--- src/sv/imufg_pkg.sv ---
`timescale 1ns / 1ps

package imufg_pkg;

  // Frame layout.
  localparam int FRAME_LEN = 11;
  localparam int POS_W     = $clog2(FRAME_LEN);
  localparam int TYPE_SLOT = 1;
  localparam int LAST_KEPT = 7;

  localparam logic [7:0] HDR_BYTE        = 8'h55;
  localparam logic [7:0] KIND_ACCEL_BYTE = 8'h51;
  localparam logic [7:0] KIND_ANGLE_BYTE = 8'h53;

  // Field widths.
  localparam int BYTE_W = 8;
  localparam int DATA_W = 16;
  localparam int LIN_W  = 17;
  localparam int GRAV_W = 15;
  localparam logic [GRAV_W-1:0] GRAV_RESET = 15'd2048;

  // Fixed-point gravity math.
  localparam int TRIG_FRAC = 14;
  localparam int OPND_W    = 17;
  localparam int PROD_W    = 2 * OPND_W;

  // Sine table: Q1.14, one quarter wave of sine and one of cosine.
  localparam int SINE_ENTRIES = 1024;
  localparam int IDX_W        = $clog2(SINE_ENTRIES);
  localparam int QTR          = SINE_ENTRIES / 4;
  localparam int QTR_W        = IDX_W - 2;
  localparam int MAG_W        = 15;

  localparam logic [63:0] HALF_PI_Q30  = 64'd1686629713;
  localparam logic [63:0] ONE_Q30      = 64'd1073741824;
  localparam int          SERIES_TERMS = 8;

  // Command queue.
  localparam int FIFO_DEPTH = 2;
  localparam int FIFO_AW    = $clog2(FIFO_DEPTH);

  typedef logic [MAG_W-1:0] qtab_t [QTR];

  typedef enum logic {
    KIND_ACCEL = 1'b0,
    KIND_ANGLE = 1'b1
  } frame_kind_t;

  typedef struct packed {
    frame_kind_t              kind;
    logic signed [DATA_W-1:0] v0;
    logic signed [DATA_W-1:0] v1;
    logic signed [DATA_W-1:0] v2;
  } frame_cmd_t;

  typedef enum logic [3:0] {
    ST_IDLE,
    ST_TRIG,
    ST_MUL_A,
    ST_MUL_B,
    ST_MUL_C,
    ST_MUL_D,
    ST_MUL_E,
    ST_MUL_F,
    ST_LIN,
    ST_EMIT
  } back_state_t;

  // Builds one quarter wave with an integer Taylor series in Q30, rounded to Q14.
  // Evaluated only at elaboration.
  function automatic qtab_t build_qtab(input logic want_cos);
    qtab_t              tab;
    logic [63:0]        x;
    logic [63:0]        x2;
    logic [63:0]        term;
    logic [63:0]        Denom;
    logic [63:0]        v;
    logic signed [63:0] sum;
    int                 j;
    int                 k;
    for (j = 0; j < QTR; j++) begin
      x    = (HALF_PI_Q30 * 64'(4 * j)) / SINE_ENTRIES;
      x2   = (x * x) >> 30;
      term = want_cos ? ONE_Q30 : x;
      sum  = $signed(term);
      for (k = 1; k <= SERIES_TERMS; k++) begin
        Denom = want_cos ? 64'((2 * k - 1) * (2 * k)) : 64'((2 * k) * (2 * k + 1));
        term  = ((term * x2) >> 30) / Denom;
        if (k[0]) begin
          sum = sum - $signed(term);
        end else begin
          sum = sum + $signed(term);
        end
      end
      v = (sum < 0) ? 64'd0 : $unsigned(sum);
      tab[j] = MAG_W'((v + 64'd32768) >> 16);
    end
    return tab;
  endfunction

  localparam qtab_t SIN_QTAB = build_qtab(1'b0);
  localparam qtab_t COS_QTAB = build_qtab(1'b1);

  // Full-wave lookup: quadrant bit 0 picks the cosine quarter, bit 1 negates.
  function automatic logic signed [DATA_W-1:0] trig_value(input logic [IDX_W-1:0] idx);
    logic [1:0]               quad;
    logic [QTR_W-1:0]         j;
    logic [MAG_W-1:0]         mag;
    logic signed [DATA_W-1:0] smag;
    quad = idx[IDX_W-1 -: 2];
    j    = idx[QTR_W-1:0];
    mag  = quad[0] ? COS_QTAB[j] : SIN_QTAB[j];
    smag = $signed({1'b0, mag});
    return quad[1] ? -smag : smag;
  endfunction

endpackage

--- src/sv/imufg_ifs.sv ---
`timescale 1ns / 1ps

interface imufg_in_if;
  import imufg_pkg::*;
  logic              valid;
  logic              ready;
  logic [BYTE_W-1:0] rx_byte;
  modport source(output valid, output rx_byte, input ready);
  modport sink(input valid, input rx_byte, output ready);
endinterface

interface imufg_cfg_if;
  import imufg_pkg::*;
  logic              valid;
  logic              ready;
  logic [GRAV_W-1:0] gravity_lsb;
  modport source(output valid, output gravity_lsb, input ready);
  modport sink(input valid, input gravity_lsb, output ready);
endinterface

interface imufg_out_if;
  import imufg_pkg::*;
  logic                     valid;
  logic                     ready;
  logic                     frame_kind;
  logic signed [DATA_W-1:0] accel_x;
  logic signed [DATA_W-1:0] accel_y;
  logic signed [DATA_W-1:0] accel_z;
  logic signed [DATA_W-1:0] roll_angle;
  logic signed [DATA_W-1:0] pitch_angle;
  logic signed [DATA_W-1:0] yaw_raw;
  logic signed [LIN_W-1:0]  lin_x;
  logic signed [LIN_W-1:0]  lin_y;
  logic signed [LIN_W-1:0]  lin_z;
  modport source(output valid, output frame_kind, output accel_x, output accel_y,
                 output accel_z, output roll_angle, output pitch_angle, output yaw_raw,
                 output lin_x, output lin_y, output lin_z, input ready);
  modport sink(input valid, input frame_kind, input accel_x, input accel_y,
               input accel_z, input roll_angle, input pitch_angle, input yaw_raw,
               input lin_x, input lin_y, input lin_z, output ready);
endinterface

--- src/sv/imufg_front.sv ---
`timescale 1ns / 1ps

module imufg_front (
  input  logic                        clk,
  input  logic                        rst,
  input  logic                        in_valid,
  output logic                        in_ready,
  input  logic [imufg_pkg::BYTE_W-1:0] in_byte,
  output logic                        cmd_valid,
  input  logic                        cmd_ready,
  output imufg_pkg::frame_cmd_t        cmd
);
  import imufg_pkg::*;

  logic [POS_W-1:0]  pos;
  logic [BYTE_W-1:0] csum;
  logic [BYTE_W-1:0] frame_bytes [TYPE_SLOT:LAST_KEPT];
  logic              last;
  logic              accept;
  logic              good;

  assign last     = (pos == POS_W'(FRAME_LEN - 1));
  // Only the checksum byte may need room in the queue.
  assign in_ready = !last || cmd_ready;
  assign accept   = in_valid && in_ready;

  assign good = last && (csum == in_byte) &&
                ((frame_bytes[TYPE_SLOT] == KIND_ACCEL_BYTE) ||
                 (frame_bytes[TYPE_SLOT] == KIND_ANGLE_BYTE));
  assign cmd_valid = in_valid && good;

  assign cmd.kind = (frame_bytes[TYPE_SLOT] == KIND_ANGLE_BYTE) ? KIND_ANGLE : KIND_ACCEL;
  assign cmd.v0   = $signed({frame_bytes[3], frame_bytes[2]});
  assign cmd.v1   = $signed({frame_bytes[5], frame_bytes[4]});
  assign cmd.v2   = $signed({frame_bytes[7], frame_bytes[6]});

  always_ff @(posedge clk) begin
    if (rst) begin
      pos <= '0;
    end else if (accept) begin
      if (pos == '0) begin
        if (in_byte == HDR_BYTE) begin
          pos <= POS_W'(1);
        end
      end else if (last) begin
        pos <= '0;
      end else begin
        pos <= pos + POS_W'(1);
      end
    end
  end

  always_ff @(posedge clk) begin
    if (accept) begin
      if (pos == '0) begin
        csum <= in_byte;
      end else begin
        csum <= csum + in_byte;
      end
    end
  end

  always_ff @(posedge clk) begin
    for (int i = TYPE_SLOT; i <= LAST_KEPT; i++) begin
      if (accept && (pos == POS_W'(i))) begin
        frame_bytes[i] <= in_byte;
      end
    end
  end

endmodule

--- src/sv/imufg_cmd_fifo.sv ---
`timescale 1ns / 1ps

module imufg_cmd_fifo (
  input  logic                 clk,
  input  logic                 rst,
  input  logic                 wr_valid,
  output logic                 wr_ready,
  input  imufg_pkg::frame_cmd_t wr_data,
  output logic                 rd_valid,
  input  logic                 rd_ready,
  output imufg_pkg::frame_cmd_t rd_data
);
  import imufg_pkg::*;

  frame_cmd_t           slots [FIFO_DEPTH];
  logic [FIFO_AW-1:0]   wr_ptr;
  logic [FIFO_AW-1:0]   rd_ptr;
  logic [FIFO_AW:0]     count;
  logic                 push;
  logic                 pop;

  assign wr_ready = (count != (FIFO_AW + 1)'(FIFO_DEPTH));
  assign rd_valid = (count != '0);
  assign rd_data  = slots[rd_ptr];
  assign push     = wr_valid && wr_ready;
  assign pop      = rd_valid && rd_ready;

  always_ff @(posedge clk) begin
    if (rst) begin
      wr_ptr <= '0;
      rd_ptr <= '0;
      count  <= '0;
    end else begin
      if (push) begin
        wr_ptr <= (wr_ptr == FIFO_AW'(FIFO_DEPTH - 1)) ? '0 : wr_ptr + FIFO_AW'(1);
      end
      if (pop) begin
        rd_ptr <= (rd_ptr == FIFO_AW'(FIFO_DEPTH - 1)) ? '0 : rd_ptr + FIFO_AW'(1);
      end
      if (push && !pop) begin
        count <= count + (FIFO_AW + 1)'(1);
      end else if (pop && !push) begin
        count <= count - (FIFO_AW + 1)'(1);
      end
    end
  end

  always_ff @(posedge clk) begin
    if (push) begin
      slots[wr_ptr] <= wr_data;
    end
  end

endmodule

--- src/sv/imufg_back.sv ---
`timescale 1ns / 1ps

module imufg_back (
  input  logic                 clk,
  input  logic                 rst,
  input  logic                 cmd_valid,
  output logic                 cmd_ready,
  input  imufg_pkg::frame_cmd_t cmd,
  imufg_cfg_if.sink            cfg,
  imufg_out_if.source          result
);
  import imufg_pkg::*;

  back_state_t state;
  back_state_t state_next;

  logic [GRAV_W-1:0]        gravity;
  logic signed [DATA_W-1:0] held_accel  [3];
  logic signed [DATA_W-1:0] held_angle  [3];
  logic signed [LIN_W-1:0]  held_linear [3];
  frame_kind_t              cur_kind;

  logic signed [DATA_W-1:0] sin_p, cos_p, sin_r, cos_r;
  logic signed [PROD_W-1:0] prod;
  logic signed [OPND_W-1:0] gx, gy, gz;

  logic signed [OPND_W-1:0] mul_a, mul_b;
  logic signed [PROD_W-1:0] mul_res;
  logic signed [OPND_W-1:0] prod_hi;
  logic signed [OPND_W-1:0] grav_op;
  logic [IDX_W-1:0]         idx_p, idx_r;
  logic                     emit_fire;

  logic                     out_valid;
  frame_kind_t              out_kind;
  logic signed [DATA_W-1:0] out_accel [3];
  logic signed [DATA_W-1:0] out_angle [3];
  logic signed [LIN_W-1:0]  out_lin   [3];

  assign cfg.ready = 1'b1;

  // Product shifted down by the Q14 scale; the kept slice holds every value it can take.
  assign prod_hi = prod[OPND_W + TRIG_FRAC - 1:TRIG_FRAC];
  assign grav_op = $signed({{(OPND_W - GRAV_W){1'b0}}, gravity});
  assign mul_res = mul_a * mul_b;
  assign idx_r   = held_angle[0][DATA_W-1 -: IDX_W];
  assign idx_p   = held_angle[1][DATA_W-1 -: IDX_W];

  always_comb begin
    state_next = state;
    case (state)
      ST_IDLE: begin
        if (cmd_valid) begin
          state_next = (cmd.kind == KIND_ANGLE) ? ST_TRIG : ST_EMIT;
        end
      end
      ST_TRIG:  state_next = ST_MUL_A;
      ST_MUL_A: state_next = ST_MUL_B;
      ST_MUL_B: state_next = ST_MUL_C;
      ST_MUL_C: state_next = ST_MUL_D;
      ST_MUL_D: state_next = ST_MUL_E;
      ST_MUL_E: state_next = ST_MUL_F;
      ST_MUL_F: state_next = ST_LIN;
      ST_LIN:   state_next = ST_EMIT;
      ST_EMIT: begin
        if (!out_valid || result.ready) begin
          state_next = ST_IDLE;
        end
      end
      default:  state_next = ST_IDLE;
    endcase
  end

  always_comb begin
    cmd_ready = 1'b0;
    emit_fire = 1'b0;
    mul_a     = '0;
    mul_b     = '0;
    case (state)
      ST_IDLE: cmd_ready = 1'b1;
      ST_MUL_A: begin
        mul_a = OPND_W'(sin_p);
        mul_b = grav_op;
      end
      ST_MUL_B: begin
        mul_a = OPND_W'(cos_p);
        mul_b = OPND_W'(sin_r);
      end
      ST_MUL_C: begin
        mul_a = prod_hi;
        mul_b = grav_op;
      end
      ST_MUL_D: begin
        mul_a = OPND_W'(cos_p);
        mul_b = OPND_W'(cos_r);
      end
      ST_MUL_E: begin
        mul_a = prod_hi;
        mul_b = grav_op;
      end
      ST_EMIT: emit_fire = !out_valid || result.ready;
      default: cmd_ready = 1'b0;
    endcase
  end

  always_ff @(posedge clk) begin
    if (rst) begin
      state     <= ST_IDLE;
      gravity   <= GRAV_RESET;
      out_valid <= 1'b0;
      for (int k = 0; k < 3; k++) begin
        held_accel[k]  <= '0;
        held_angle[k]  <= '0;
        held_linear[k] <= '0;
      end
    end else begin
      state <= state_next;
      if (cfg.valid) begin
        gravity <= cfg.gravity_lsb;
      end
      if (emit_fire) begin
        out_valid <= 1'b1;
      end else if (result.ready) begin
        out_valid <= 1'b0;
      end
      if (cmd_valid && cmd_ready) begin
        if (cmd.kind == KIND_ANGLE) begin
          held_angle[0] <= cmd.v0;
          held_angle[1] <= cmd.v1;
          held_angle[2] <= cmd.v2;
        end else begin
          held_accel[0] <= cmd.v0;
          held_accel[1] <= cmd.v1;
          held_accel[2] <= cmd.v2;
        end
      end
      if (state == ST_LIN) begin
        held_linear[0] <= {held_accel[0][DATA_W-1], held_accel[0]} - gx;
        held_linear[1] <= {held_accel[1][DATA_W-1], held_accel[1]} - gy;
        held_linear[2] <= {held_accel[2][DATA_W-1], held_accel[2]} - gz;
      end
    end
  end

  // Datapath registers of the gravity sequence and the result register.
  always_ff @(posedge clk) begin
    if (cmd_valid && cmd_ready) begin
      cur_kind <= cmd.kind;
    end
    if (state == ST_TRIG) begin
      sin_p <= trig_value(idx_p);
      cos_p <= trig_value(idx_p + IDX_W'(QTR));
      sin_r <= trig_value(idx_r);
      cos_r <= trig_value(idx_r + IDX_W'(QTR));
    end
    if ((state == ST_MUL_A) || (state == ST_MUL_B) || (state == ST_MUL_C) ||
        (state == ST_MUL_D) || (state == ST_MUL_E)) begin
      prod <= mul_res;
    end
    if (state == ST_MUL_B) begin
      gx <= -prod_hi;
    end
    if (state == ST_MUL_D) begin
      gy <= prod_hi;
    end
    if (state == ST_MUL_F) begin
      gz <= prod_hi;
    end
    if (emit_fire) begin
      out_kind <= cur_kind;
      for (int k = 0; k < 3; k++) begin
        out_accel[k] <= held_accel[k];
        out_angle[k] <= held_angle[k];
        out_lin[k]   <= held_linear[k];
      end
    end
  end

  assign result.valid       = out_valid;
  assign result.frame_kind  = out_kind;
  assign result.accel_x     = out_accel[0];
  assign result.accel_y     = out_accel[1];
  assign result.accel_z     = out_accel[2];
  assign result.roll_angle  = out_angle[0];
  assign result.pitch_angle = out_angle[1];
  assign result.yaw_raw     = out_angle[2];
  assign result.lin_x       = out_lin[0];
  assign result.lin_y       = out_lin[1];
  assign result.lin_z       = out_lin[2];

endmodule

--- src/sv/imu_frame_parser_gravity_removal_top.sv ---
`timescale 1ns / 1ps

// Port     Role    Payload                                   Beat means
// rx       sink    rx_byte[7:0]                              one received serial byte
// cfg      sink    gravity_lsb[14:0]                         one g in raw accel units
// result   source  frame_kind, accel/angle xyz, lin xyz      one good frame, all held values
//
// Flow: rx takes one byte per cycle unless a checksum byte waits on a full queue. A good
// acceleration frame goes to result without the products; an angle frame first passes the shared
// 17x17 multiplier that runs the five gravity products one after another.
// Reset: synchronous; clears frame position, held values and queue, loads gravity_lsb 2048.
// Stalls: a two-frame queue sits between parser and math; only a checksum byte waits when
// it is full. result holds its beat until taken.

module imu_frame_parser_gravity_removal_top (
  input  logic         clk,
  input  logic         rst,
  imufg_in_if.sink     rx,
  imufg_cfg_if.sink    cfg,
  imufg_out_if.source  result
);
  import imufg_pkg::*;

  // Parser to queue.
  logic       front_valid;
  logic       front_ready;
  frame_cmd_t front_cmd;

  // Queue to gravity engine.
  logic       back_valid;
  logic       back_ready;
  frame_cmd_t back_cmd;

  // The parser hunts for the header, sums the checksum and classifies the frame type.
  // Only good frames of the two known types are pushed; everything else is dropped here.
  imufg_front u_front (
    .clk       (clk),
    .rst       (rst),
    .in_valid  (rx.valid),
    .in_ready  (rx.ready),
    .in_byte   (rx.rx_byte),
    .cmd_valid (front_valid),
    .cmd_ready (front_ready),
    .cmd       (front_cmd)
  );

  // Two frames of slack, so the parser keeps taking bytes while the math runs.
  imufg_cmd_fifo u_fifo (
    .clk      (clk),
    .rst      (rst),
    .wr_valid (front_valid),
    .wr_ready (front_ready),
    .wr_data  (front_cmd),
    .rd_valid (back_valid),
    .rd_ready (back_ready),
    .rd_data  (back_cmd)
  );

  // The back end keeps the held values, runs the sine lookups and the gravity products,
  // and owns the result register.
  imufg_back u_back (
    .clk       (clk),
    .rst       (rst),
    .cmd_valid (back_valid),
    .cmd_ready (back_ready),
    .cmd       (back_cmd),
    .cfg       (cfg),
    .result    (result)
  );

endmodule
--- src/flat_wrapper.sv ---
// flat-port wrapper written by rule: the top's interface ports become plain ports
module imu_frame_parser_gravity_removal_top_flat import imufg_pkg::*;
  (clk, rst, rx_valid, rx_rx_byte, rx_ready, cfg_valid, cfg_gravity_lsb, cfg_ready, result_valid, result_frame_kind, result_accel_x, result_accel_y, result_accel_z, result_roll_angle, result_pitch_angle, result_yaw_raw, result_lin_x, result_lin_y, result_lin_z, result_ready);
  imufg_in_if rx_i ();
  imufg_cfg_if cfg_i ();
  imufg_out_if result_i ();
  input  logic clk;
  input  logic rst;
  input wire logic [$bits(rx_i.valid)-1:0] rx_valid;
  input wire logic [$bits(rx_i.rx_byte)-1:0] rx_rx_byte;
  output wire logic [$bits(rx_i.ready)-1:0] rx_ready;
  input wire logic [$bits(cfg_i.valid)-1:0] cfg_valid;
  input wire logic [$bits(cfg_i.gravity_lsb)-1:0] cfg_gravity_lsb;
  output wire logic [$bits(cfg_i.ready)-1:0] cfg_ready;
  output wire logic [$bits(result_i.valid)-1:0] result_valid;
  output wire logic [$bits(result_i.frame_kind)-1:0] result_frame_kind;
  output wire logic [$bits(result_i.accel_x)-1:0] result_accel_x;
  output wire logic [$bits(result_i.accel_y)-1:0] result_accel_y;
  output wire logic [$bits(result_i.accel_z)-1:0] result_accel_z;
  output wire logic [$bits(result_i.roll_angle)-1:0] result_roll_angle;
  output wire logic [$bits(result_i.pitch_angle)-1:0] result_pitch_angle;
  output wire logic [$bits(result_i.yaw_raw)-1:0] result_yaw_raw;
  output wire logic [$bits(result_i.lin_x)-1:0] result_lin_x;
  output wire logic [$bits(result_i.lin_y)-1:0] result_lin_y;
  output wire logic [$bits(result_i.lin_z)-1:0] result_lin_z;
  input wire logic [$bits(result_i.ready)-1:0] result_ready;
  assign rx_i.valid = rx_valid;
  assign rx_i.rx_byte = rx_rx_byte;
  assign rx_ready = rx_i.ready;
  assign cfg_i.valid = cfg_valid;
  assign cfg_i.gravity_lsb = cfg_gravity_lsb;
  assign cfg_ready = cfg_i.ready;
  assign result_valid = result_i.valid;
  assign result_frame_kind = result_i.frame_kind;
  assign result_accel_x = result_i.accel_x;
  assign result_accel_y = result_i.accel_y;
  assign result_accel_z = result_i.accel_z;
  assign result_roll_angle = result_i.roll_angle;
  assign result_pitch_angle = result_i.pitch_angle;
  assign result_yaw_raw = result_i.yaw_raw;
  assign result_lin_x = result_i.lin_x;
  assign result_lin_y = result_i.lin_y;
  assign result_lin_z = result_i.lin_z;
  assign result_i.ready = result_ready;
  imu_frame_parser_gravity_removal_top u_core (.clk(clk), .rst(rst), .rx(rx_i), .cfg(cfg_i), .result(result_i));
endmodule
--- config.mk ---
export PLATFORM = sky130hd
export DESIGN_NAME = imu_frame_parser_gravity_removal_top_flat
export DESIGN_NICKNAME = d
export VERILOG_FILES = /design/src/sv/imufg_pkg.sv /design/src/sv/imufg_ifs.sv /design/src/sv/imufg_front.sv /design/src/sv/imufg_cmd_fifo.sv /design/src/sv/imufg_back.sv /design/src/sv/imu_frame_parser_gravity_removal_top.sv /design/src/flat_wrapper.sv
export SDC_FILE = /design/constraint.sdc
export NUM_CORES = 2
export LEC_CHECK = 0
export ABC_CLOCK_PERIOD_IN_PS = 12850
export BUFFER_PORTS_ARGS = -buffer_cell sky130_fd_sc_hd__clkbuf_2
export CAP_MARGIN = 20
export CORE_MARGIN = 4
export CORE_UTILIZATION = 45
export CTS_CLUSTER_DIAMETER = 50
export DETAILED_ROUTE_END_ITERATION = 16
export HOLD_SLACK_MARGIN = 0.06
export SYNTH_ARGS = -nofsm -noshare
export SYNTH_HDL_FRONTEND = slang
export SYNTH_SLANG_ARGS = --single-unit
--- constraint.sdc ---
create_clock -name clk -period 12.85 [get_ports clk]
set_input_delay 1.285 -clock clk [delete_from_list [all_inputs] [get_ports clk]]
set_output_delay 1.285 -clock clk [all_outputs]
set_load 0.02 [all_outputs]
After elaboration in Yosys (flattened, before gate mapping)
Memories as Yosys holds them, arrays and structs flattened. A register that Yosys moved wholly into a read port is not among the register bits.
Index checks and enable logic that the tools add are counted.
Widths: inputs -> output; s select.
{"block": "word_totals", "reg_bits": 184, "mem_bits_rw": 448, "rom_bits": 30720, "inputBits": 28, "out_inout_bits": 151, "wordCells": 242, "memories": 16}
{"memory": "(name not given)", "words": 256, "width": 15, "rd": 1, "rd_clocked_by_memory_dff": 0, "wr": 0, "line_no": "imufg_pkg.sv:112", "source": "mag = quad[0] ? COS_QTAB[j] : SIN_QTAB[j];"}
{"memory": "(name not given)", "words": 256, "width": 15, "rd": 1, "rd_clocked_by_memory_dff": 0, "wr": 0, "line_no": "imufg_pkg.sv:112"}
{"memory": "(name not given)", "words": 256, "width": 15, "rd": 1, "rd_clocked_by_memory_dff": 0, "wr": 0, "line_no": "imufg_pkg.sv:112"}
{"memory": "(name not given)", "words": 256, "width": 15, "rd": 1, "rd_clocked_by_memory_dff": 0, "wr": 0, "line_no": "imufg_pkg.sv:112"}
{"memory": "(name not given)", "words": 256, "width": 15, "rd": 1, "rd_clocked_by_memory_dff": 0, "wr": 0, "line_no": "imufg_pkg.sv:112"}
{"memory": "(name not given)", "words": 256, "width": 15, "rd": 1, "rd_clocked_by_memory_dff": 0, "wr": 0, "line_no": "imufg_pkg.sv:112"}
{"memory": "+10 memories"}
{"block": "classes", "addsub": 16, "n_mul": 1, "n_lt_le_gt_ge": 4, "n_eq_ne": 25, "n_mux": 103, "n_bitwise": 13, "reduce_logical": 42}
{"operator": "$mux 15", "count": 24}
{"operator": "$pmux 17 s3", "count": 2}
{"operator": "$mux 16", "count": 6}
{"operator": "$neg 15->16", "count": 4}
{"operator": "$mux 8", "count": 7}
{"operator": "$mux 17", "count": 3}
{"operator": "$sub 17x17->17", "count": 3}
{"operator": "$reduce_or 8->1", "count": 6}
{"operator": "$mux 1", "count": 46}
{"operator": "$pmux 4 s10", "count": 1}
{"operator": "$ge 9x9->1 const B", "count": 4}
{"operator": "$not 8->9", "count": 4}
{"operator": "$eq 4x3->1 const B", "count": 8}
{"operator": "$mul 17x17->31", "count": 1}
{"operator": "$eq 8x7->1 const B", "count": 3}
{"operator": "$mux 4", "count": 6}
{"operator": "$add 10x9->10 const B", "count": 2}
{"operator": "$mux 3", "count": 6}
{"operator": "$neg 17->17", "count": 1}
{"operator": "$eq 4x2->1 const B", "count": 4}
{"operator": "$logic_and 1x1->1", "count": 15}
{"operator": "$eq 4x4->1 const B", "count": 3}
{"operator": "$or 1x1->1", "count": 9}
{"operator": "$add 8x8->8", "count": 1}
{"operator": "other kinds (16)", "count": 35}

Logic depth before layout (Yosys ltp)
{"block": "depth", "word_depth": 14, "depth_mapped": 32, "ltp_nobuf": 29}

Cells and area by module
Synthesis repeated with hierarchy kept, for this count alone.
{"block": "unflattened", "hier_cells": 5213, "hier_area_um2": 50521.0}
{"mod": "imufg_back", "n_inst": 1, "cells_each": 4811, "area_per_inst_um2": 43658.1}
{"mod": "imufg_cmd_fifo", "n_inst": 1, "cells_each": 176, "area_per_inst_um2": 3751.1}
{"mod": "imufg_front", "n_inst": 1, "cells_each": 226, "area_per_inst_um2": 3111.7}

Worst setup path after synthesis
Ideal clock, no wire load.
{"block": "synth_timing", "path_kind": "input to register", "from": "in result_ready", "to": "mem u_core.u_back.out_accel[0][0] (enable)", "setup_time_ns": 0.866, "t_arrival_ns": 12.013, "path_slack_ns": -0.029, "stages": 2, "n_path_buf": 0, "cell_sequence": "nor2b_1 nor3b_1"}
{"element": "start: declaration", "line_no": "flat_wrapper.sv:26", "source": "input wire logic [$bits(result_i.ready)-1:0] result_ready;"}
{"element": "end: declaration", "line_no": "imufg_back.sv:36", "source": "logic signed [DATA_W-1:0] out_accel [3];"}

Worst setup path in the final report
{"block": "layout_timing", "from": "reg u_core.u_back.state[0]", "to": "reg u_core.u_back.prod[27], data pin"}
{"block": "layout_between", "elab_chain_len": 4, "word_cells_on_any_way": 11}
{"element": "start: declaration", "line_no": "imufg_back.sv:14", "source": "back_state_t state;"}
{"element": "start signal: assignment", "line_no": "imufg_back.sv:117", "source": "state <= state_next;"}
{"element": "$eq 4x2->1 / $eq 4x3->1 (equally long branches)", "line_no": "imufg_back.sv:79", "source": "case (state)"}
{"element": "$reduce_or 3->1 (no source line) / $reduce_or 2->1 (equally long branches)"}
{"element": "$pmux 17 s3", "line_no": "imufg_back.sv:79"}
{"element": "$mul 17x17->31 (*)", "line_no": "imufg_back.sv:45", "source": "assign mul_res = mul_a * mul_b;"}
{"element": "via u_core.u_back.mul_res[27]", "line_no": "imufg_back.sv:28", "source": "logic signed [PROD_W-1:0] mul_res;"}
{"element": "end signal: assignment", "line_no": "imufg_back.sv:158", "source": "prod <= mul_res;"}
{"element": "end: declaration", "line_no": "imufg_back.sv:24", "source": "logic signed [PROD_W-1:0] prod;"}
Mark *: on every way through the listed nets, which the timed path passes. The rest lies on a longest branch.
A chain may end at the register's enable or synchronous reset.

==> impl_metrics.toml <==
[floorplan]
die-height_um = 341
io_pins = 179
die_x_um = 341
dieArea_um2 = 116000
initial_core_util_pct = 45.6
core_um2 = 110000
fp-row-count = 121

[setup_path]
worstRegToRegCells = 28
max_stage_delay_ns = 1.05
critPathLaunchType = "register"
reg2reg_slack_ns = 4.17
critical-path-top-cell-by-count = "sky130_fd_sc_hd__inv_1"
crit_start = "u_core.u_back.state[0]"
kind_of_critical_path = "reg -> reg"
r2r_start = "u_core.u_back.state[0]"
crit_path_max_fanout = 33
cp.arrival_ns = 9.08
cp.required_ns = 13.25
timing.critical_path.to_type = "register"
rr_endpoint = "u_core.u_back.prod[27]"
critical_path_cell_with_the_highest_stage_delay = "sky130_fd_sc_hd__a221oi_1"

[clock_tree]
post_cts_buffers = 0
cts-htree-levels = 3
cts_inserted_buffers = 74
hold_buffers = 0
cts-root-to-sink-buffers = 3
cts_root_buf = "sky130_fd_sc_hd__clkbuf_16"
clkLatencyLatePin_ns = 0.67
clkTransAtPathRegs_ns = 0.06
clkSinkCount = 619
tritoncts = "done"
cts_repair_resize_count = 0

[detailed_routing]
vias = 42449
finalWirelength_um = 209000
post-route-drc-count = 0
avgRoutedWirePerCell_um = 31.8
first_iter_violations = 5826
drtAntennaViolNets = 0
first_pass_iters = 8
post_detailed_route_via_to_cell_ratio = 6.45

[placed_design]
place_congestion = 1.03
detailedPlacementHpwl_um = 152000
numPortBuffers = 177

[power_and_ir_drop]
cellPowerDensity_nw_per_um2 = 229
fin_total_pwr_mw = 12.4
ir_drop_worst_case_vdd_uv = 272
leakage_nw = 21.0

[synthesis]
average_instance_area_after_synthesis_um2 = 9.87
synth_cells = 5062
cell_area_after_synthesis_um2 = 50000
synth_top_flop_cell = "sky130_fd_sc_hd__edfxtp_1"
ys_ff_latch = 619
count_of_flip_flops_with_a_built_in_enable_after_synthesis = 590
yosys.cell_types.count = 110
synth_warnings = 0
synth_async_sr_flop_share_pct = 0
mappedNetlistNets = 5586
yosysSeqAreaShare_pct = 36.6

[grt]
first_global_vias = 40132
antenna_found_initial = 4
pin_count_of_the_biggest_net_entering_global_routing = 164
grt_pass1_wl_um = 295000
global_route.overflow_total = 0
grt.total_usage_pct = 35.0

[sta]
final.min_clock_period_ns = 8.68
timing.final.crit_share_pct = 67.6
maxSlewViolCount = 0
setup_viol = 0
fin_tns_setup_ns = 0
fmax_mhz = 115
tightestPinTransition_ns = 1.26
final-hold-violation-count = 0
slew_headroom_pct = 15.6
post_route_clock_skew_ns = 0.0343
unrepaired_setup_endpoints_after_global_routing = "false"

[finish]
most-common-layout-cells = "590 x sky130_fd_sc_hd__edfxtp_1, 522 x sky130_fd_sc_hd__nor2_1, 445 x sky130_fd_sc_hd__inv_1"
final_layout_size_suffix_gt1_share_pct = 11.1
layout.cells.most_common = "sky130_fd_sc_hd__edfxtp_1"
fillers = 10252
area_delta_synth_final_pct = 8.41
fin_nets = 5571
fin_util_pct = 49.4

[hold_path]
worst_hold_path_endpoint = "u_core.u_back.out_angle[0][35]"
worst_hold_startpoint = "u_core.u_back.held_angle[0][35]"
hold_path_class = "reg -> reg"
holdPathStages = 0

[status]
run_status = "completed"

[run]
max_cap_viol_count = 0
sequential cells by signal, summed over array words and instances (netlist names), 4 cells and up, named ones only:
| register | cells |
|---|---|
| u_core.u_back.cos_r | 16 |
| u_core.u_back.held_accel | 48 |
| u_core.u_back.gy | 17 |
| u_core.u_back.prod | 17 |
| u_core.u_back.state | 4 |
| u_core.u_back.held_linear | 51 |
| u_core.u_back.sin_p | 16 |
| u_core.u_back.out_angle | 48 |
| u_core.u_back.cos_p | 16 |
| u_core.u_back.out_lin | 51 |
| u_core.u_back.out_accel | 48 |
| u_core.u_back.sin_r | 16 |
| u_core.u_back.gravity | 15 |
| u_core.u_front.frame_bytes | 56 |
| u_core.u_front.csum | 8 |
| u_core.u_back.gz | 17 |
| u_core.u_front.pos | 4 |
| u_core.u_back.held_angle | 48 |
| u_core.u_fifo.slots | 98 |
| u_core.u_back.gx | 17 |
cell usage after synthesis, types with 29 or more instances:
cell type	number	area [um2]
sky130_fd_sc_hd__a211oi_1	73	548
sky130_fd_sc_hd__a21o_1	37	278
sky130_fd_sc_hd__a21oi_1	194	971
sky130_fd_sc_hd__a22oi_1	35	263
sky130_fd_sc_hd__a311oi_1	52	455
sky130_fd_sc_hd__a31oi_1	70	438
sky130_fd_sc_hd__and2_1	60	375
sky130_fd_sc_hd__buf_2	116	581
sky130_fd_sc_hd__buf_6	29	327
sky130_fd_sc_hd__clkbuf_1	187	702
sky130_fd_sc_hd__dfxtp_1	29	581
sky130_fd_sc_hd__edfxtp_1	590	17700
sky130_fd_sc_hd__fa_1	284	5690
sky130_fd_sc_hd__ha_1	212	2650
sky130_fd_sc_hd__inv_1	446	1670
sky130_fd_sc_hd__mux2i_1	113	1130
sky130_fd_sc_hd__mux4_2	35	788
sky130_fd_sc_hd__nand2_1	365	1370
sky130_fd_sc_hd__nand2b_1	108	676
sky130_fd_sc_hd__nand3_1	77	385
sky130_fd_sc_hd__nor2_1	523	1960
sky130_fd_sc_hd__nor2b_1	91	569
sky130_fd_sc_hd__nor3_1	119	596
sky130_fd_sc_hd__o211ai_1	56	420
sky130_fd_sc_hd__o21ai_0	229	1150
sky130_fd_sc_hd__o311ai_0	46	403
sky130_fd_sc_hd__o31ai_1	46	345
sky130_fd_sc_hd__or2_2	34	213
sky130_fd_sc_hd__or3_1	38	238
sky130_fd_sc_hd__xnor2_1	92	806
sky130_fd_sc_hd__xor2_1	56	490
layer usage:
layer | routed length [um] | global-route usage [%] | vias up
met5 | 25 | 0.0833 | -
met4 | 13900 | 19.3 | 4
met2 | 93300 | 54.3 | 2628
met3 | 20400 | 7.38 | 605
met1 | 81300 | 45.8 | 21003
li1 | - | - | 18209
logic make-up (layout without fill, tap and decap cells):
group           Yosys count  count (layout)  share of synthesized area, %
buf+inv                 835             875                          7.20
mux                     176             176                          4.48
xor+xnor                148             148                          2.59
flops                   619             619                          36.6
simple gates           1565            1565                          15.1
fa+ha+maj               496             496                          16.7
other cells               1               3                       0.00751
compound gates         1222            1222                          17.3
area by class of cell:
type                       count  area (um2)  share of cell area, %
multi-input combinational   3608       28100                   51.9
inverter                     455        1710                   3.16
timing repair buffer         289        1810                   3.34
clock buffer                  95        1980                   3.66
clock inverter                36         374                  0.691
antenna                        2        5.00                0.00924
sequential                   619       18300                   33.8
tap                         1476        1850                   3.41
worst max path at each step:
stage	endpoint	slack [ns]	cells after the start
after CTS	u_core.u_back.prod[27]	4.27	28
after global placement	u_core.u_back.prod[27]	4.32	28
after global routing	u_core.u_back.prod[30]	3.71	28
after floorplan	u_core.u_back.prod[27]	4.93	25
after detailed placement	u_core.u_back.prod[27]	4.29	28
final	u_core.u_back.prod[27]	4.17	28
critical path: cells and delay by family (launching register included):
| family | cells | cell delay (ns) |
|---|---|---|
| AO/OA/AOI/OAI | 8 | 2.73 |
| XOR/XNOR | 1 | 0.08 |
| adder cells (fa/ha/maj) | 7 | 2.63 |
| buffers and inverters | 6 | 0.73 |
| flip-flops | 1 | 0.65 |
| AND/OR/NAND/NOR | 6 | 1.60 |
stage by stage:
stage	setup WS (ns)	instance area (um2)	hold WS [ns]	std cells
after floorplan	4.93	50000	0.400	5062
after global placement	4.32	51800	0.401	6444
after detailed placement	4.29	51800	0.405	6446
after CTS	4.27	54100	0.407	6577
after global routing	3.71	54200	0.418	6578
final	4.17	54200	0.408	6580
power breakdown:
part	switching, mW	internal (mW)	leakage (nW)
Sequential	0.192	2.59	5.78
Combinational	5.30	2.28	14.1
Clock	0.868	1.16	1.15
No activity file was read; power rests on OpenSTA's default activity.
